### src/hdl/ksp_order_map.sv
// Permutation store: two registered read ports, one write port.
// An entry never written since reset reads as its own index.
module ksp_order_map #(
	parameter int N  = 64,
	parameter int AW = 6
) (
	input  logic          clk,
	input  logic          arst_n,
	input  logic          rd_en,
	input  logic [AW-1:0] rd_addr_a,
	input  logic [AW-1:0] rd_addr_b,
	output logic [AW-1:0] rd_data_a,
	output logic [AW-1:0] rd_data_b,
	input  logic          wr_en,
	input  logic [AW-1:0] wr_addr,
	input  logic [AW-1:0] wr_data
);

	logic [AW-1:0] mem [N];
	logic [N-1:0]  vld_q;
	logic [AW-1:0] mem_a_q, mem_b_q, addr_a_q, addr_b_q;
	logic          vld_a_q, vld_b_q;

	always_ff @(posedge clk or negedge arst_n) begin
		if (!arst_n) begin
			vld_q <= '0;
		end else if (wr_en) begin
			vld_q[wr_addr] <= 1'b1;
		end
	end

	always_ff @(posedge clk) begin
		if (wr_en) begin
			mem[wr_addr] <= wr_data;
		end
		if (rd_en) begin
			mem_a_q  <= mem[rd_addr_a];
			mem_b_q  <= mem[rd_addr_b];
			addr_a_q <= rd_addr_a;
			addr_b_q <= rd_addr_b;
			vld_a_q  <= vld_q[rd_addr_a];
			vld_b_q  <= vld_q[rd_addr_b];
		end
	end

	// fall back to identity for entries not yet written
	assign rd_data_a = vld_a_q ? mem_a_q : addr_a_q;
	assign rd_data_b = vld_b_q ? mem_b_q : addr_b_q;

endmodule

### config.mk
export PLATFORM = sky130hd
export DESIGN_NAME = ksp_order_map
export DESIGN_NICKNAME = d
export VERILOG_FILES = /design/src/hdl/ksp_order_map.sv
export SDC_FILE = /design/constraint.sdc
export NUM_CORES = 1
export LEC_CHECK = 0
export ABC_CLOCK_PERIOD_IN_PS = 5500
export BUFFER_PORTS_ARGS = -buffer_cell sky130_fd_sc_hd__buf_2
export CORE_MARGIN = 10
export CORE_UTILIZATION = 44
export CTS_BUF_LIST = sky130_fd_sc_hd__clkbuf_4 sky130_fd_sc_hd__clkbuf_8 sky130_fd_sc_hd__clkbuf_16
export DETAILED_ROUTE_END_ITERATION = 7
export GPL_TIMING_DRIVEN = 0
export SYNTH_ARGS = -nofsm -noshare
export SYNTH_HDL_FRONTEND = slang
export SYNTH_SLANG_ARGS = --single-unit
### constraint.sdc
create_clock -name clk -period 5.5 [get_ports clk]
set_clock_uncertainty 0.15 [all_clocks]
set_input_delay 0.275 -clock clk [delete_from_list [all_inputs] [get_ports clk]]
set_output_delay 0.275 -clock clk [all_outputs]
set_load 0.005 [all_outputs]
==> impl_metrics.csv <==
group,metric,value,unit
outcome,run_status,"completed",
final_layout,register_area,0.0139,sq mm
synth,number_of_instances_in_the_synthesized_netlist,1191,
detailed_routing,avgViaCountPerCell,6.65,
detailed_routing,detailedRoute.firstIterationViolations,1873,
synth,synth-adder-area-share,0,%
sta,fin_hold_ws,0.0152,ns
final_layout,filler_cell_count,4060,
synth,seq_area_frac_synth,63.2,%
cts,cts_made_buffers,52,
critical_path,cp_slowest_cell,"sky130_fd_sc_hd__clkbuf_1",
critical_path,worst_ep_arrival_time,3.69,ns
power_and_ir_drop,p_total,8800,uW
power_and_ir_drop,power.ir.vdd_worst,0.235,mV
final_layout,syn2layout_area_growth,13.7,%
sta,fin_setup_tns,0,ns
cts,htree_num_levels,2,
floorplan,die_w,244,microns
sta,final_critical_path_time_including_i_o_delays_and_setup,3.39,ns
cts,cts_repair_resize_count,0,
cts,tritoncts,"built",
power_and_ir_drop,leakage_power_figure,0.00832,uW
floorplan,start_util,44.7,%
final_layout,final_cell_mix,"sky130_fd_sc_hd__edfxtp_1, sky130_fd_sc_hd__mux4_2, sky130_fd_sc_hd__nor2_1",
cts,clk-insertion-delay-late,0.61,ns
synth,yosys-mux-area-fraction,25.1,%
critical_path,cp_top_family,"buffers and inverters",
floorplan,placementRows,81,
critical_path,type_of_the_worst_setup_path,"in -> reg",
cts,clock_root_buffer,"sky130_fd_sc_hd__clkbuf_16",
detailed_routing,post-route-drc-count,0,
grt,globalRouteTotalUtil,23.9,%
critical_path,worst_path_most_repeated_cell,"sky130_fd_sc_hd__buf_2",
critical_path,critPathLaunchType,"input port",
final_layout,post_layout_nonfiller_instances,2001,
critical_path,path_cells,"dlygate4sd3_1, buf_2, buf_2, clkbuf_1, mux4_2, o22ai_1, nor4_1, mux2_2",
sta,max_clock_freq,0.295,GHz
place,placed_cells_incl_taps,1891,
grt,grt_start_max_net_pins,65,
detailed_routing,route.vias.total,13300,
floorplan,floorplan.die_area,0.0594,sq mm
final_layout,share_of_layout_cells_above_drive_strength_1,37.2,%
synth,yosysWarningCount,0,
detailed_routing,ant_nets,0,
synth,synth_nets,1219,
critical_path,cp_max_fo,10,
sta,worst-slew-pin-transition,1.35,ns
detailed_routing,drtPass1Iterations,5,
synth,combinational_family_with_the_most_area_after_synthesis,"multiplexers",
sta,timing_hold_violations_final,0,
sta,rsz_0062_raised_after_global_routing,"no",
synth,synth.lib_cells_used.distinct,43,
critical_path,critPathCaptureType,"flip-flop",
grt,grt_antenna_before_repair,4,
final_layout,layout.nets,1322,
cts,post-cts-setup-buffers,0,
sta,fin_ws,2.11,ns
final_layout,most_frequent_standard_cell_in_the_layout_excluding_fill_and_tap_cells,"sky130_fd_sc_hd__edfxtp_1",
synth,yosys.area_share.simple,5.57,%
critical_path,timing.critical_path.buf_inv,4,
critical_path,critPathMaxStageDelay,0.86,ns
place,place.port_buffers,35,
sta,slew_viol_final,0,
critical_path,crit_start,"rd_addr_a[2]",
cts,cts_sinks,474,
floorplan,die_h,244,microns
detailed_routing,drt-total-wl,71600,microns
synth,post_synthesis_average_cell_area,18.5,sq um
synth,synth_seq_cells,474,
worst_hold_path,min_delay_worst_type,"in -> async",
place,place_hpwl,49200,microns
synth,post_synth_instance_area,0.0220,sq mm
flow_run,drv.max_cap_violation_count,0,
grt,grt_pass1_wl,101000,microns
synth,asyncSetResetFlopFracSynth,13.5,%
sta,layout_worst_path_cycle_share,61.6,%
cts,post_cts_hold_buffer_count,13,
sta,setup-violations-final,0,
grt,grt.overflow.total,0,
final_layout,multi_input_area,0.00759,sq mm
synth,xor_xnor_portion_of_the_synthesized_cell_area,0,%
critical_path,timing.rr.start,"mem[57][1]$_DFFE_PP_",
power_and_ir_drop,cellPowerDensity,352,mW/mm^2
cts,max-clock-path-buffers,3,
sta,worst_slew_margin_rel,10.1,%
place,dpl_worst_slack,2.07,ns
critical_path,critical_path_required,5.80,ns
floorplan,pin_count,40,
grt,grt_pass1_vias,13400,
synth,synth-edff-count,410,
synth,postSynth.topFlopCell,"sky130_fd_sc_hd__edfxtp_1",
place,place_congestion,0.916,
detailed_routing,avg_wl_per_cell,35.8,microns
cts,clk_transition_reported_paths,0.06,ns
synth,synth_compound_area_share,3.80,%
floorplan,design.core.area,0.0493,sq mm
[per-stage QoR]
step	util [%]	area, sq um
after global routing	50.8	25000
after floorplan	-	22000
after global placement	46.7	23000
final	50.8	25000
after detailed placement	46.8	23100
after CTS	50.8	25000
[registers in the layout, indices dropped and copies added, names as in the netlist]
register	flops
mem	384
vld_q	64
addr_a_q	6
addr_b_q	6
mem_a_q	6
mem_b_q	6
vld_a_q	1
vld_b_q	1
[cell type report]
| type | instances | area share, % |
|---|---|---|
| repair buffers | 49 | 1.34 |
| multi-input cells | 631 | 30.3 |
| plain buffers | 83 | 2.01 |
| diodes | 1 | 0.0100 |
| inverters | 3 | 0.0450 |
| flip-flops and latches | 474 | 55.6 |
| clock inverters | 28 | 1.46 |
| clock buffers | 68 | 5.90 |
| well taps | 664 | 3.32 |
[power breakdown]
group          switching (uW)  total [uW]  internal [uW]
registers                73.9        4120           4040
logic                     512         907            395
clock network            1470        3770           2310
[per-layer routing]
metal	up-vias	part of all wire, %	track usage [%]
li1	5195	-	-
met1	7088	40	33.0
met2	871	46	36.5
met3	153	10	5.36
met4	4	3.8	9.33
met5	-	0.042	0
[cell families after synthesis]
kind of cell	count (synthesis)
AO/OA/AOI/OAI	121
buffers and inverters	86
AND/OR/NAND/NOR	242
multiplexers	268
flip-flops	474
[worst paths after layout]
check / end / slack, ns / cells after the start
hold reg to reg: vld_q[7]$_DFFE_PN0P_ / 0.34 / 1
min in group clk: addr_a_q[0]$_DFFE_PP_ / 0.16 / 1
max in group asynchronous: vld_q[6]$_DFFE_PN0P_ / 4.59 / 3
setup / recovery: mem_a_q[1]$_DFFE_PP_ / 2.11 / 8
setup reg to reg: mem_b_q[1]$_DFFE_PP_ / 3.13 / 5
hold / removal: vld_q[48]$_DFFE_PN0P_ / 0.02 / 2
[Yosys cell counts, types with 6 or more instances]
library cell	number	share of area (%)
sky130_fd_sc_hd__a211oi_1	13	0.44
sky130_fd_sc_hd__nand3_1	12	0.27
sky130_fd_sc_hd__o21ai_1	10	0.23
sky130_fd_sc_hd__dfrtp_1	64	7.3
sky130_fd_sc_hd__buf_6	12	0.61
sky130_fd_sc_hd__nor2_1	83	1.4
sky130_fd_sc_hd__mux2_2	21	1.1
sky130_fd_sc_hd__or2_2	67	1.9
sky130_fd_sc_hd__nand2_1	26	0.44
sky130_fd_sc_hd__clkbuf_1	27	0.46
sky130_fd_sc_hd__nand2b_1	9	0.26
sky130_fd_sc_hd__o221ai_1	13	0.52
sky130_fd_sc_hd__edfxtp_1	410	56
sky130_fd_sc_hd__mux2i_1	22	1.0
sky130_fd_sc_hd__o21ai_0	11	0.25
sky130_fd_sc_hd__mux4_2	225	23
sky130_fd_sc_hd__buf_4	21	0.72
sky130_fd_sc_hd__nor3_1	12	0.27
sky130_fd_sc_hd__buf_2	19	0.43
sky130_fd_sc_hd__and2_1	7	0.20
sky130_fd_sc_hd__o41ai_1	6	0.24
sky130_fd_sc_hd__a22oi_1	9	0.31
sky130_fd_sc_hd__o22ai_1	39	1.1
[worst reg2reg max path: stages, from the launching register on]
cell	delay, ns
sky130_fd_sc_hd__edfxtp_1	0.40
sky130_fd_sc_hd__mux4_2	0.47
sky130_fd_sc_hd__o22ai_1	0.34
sky130_fd_sc_hd__a211oi_1	0.20
sky130_fd_sc_hd__o21ai_1	0.30
sky130_fd_sc_hd__o41ai_1	0.20
(Power assumes the default switching activity.)
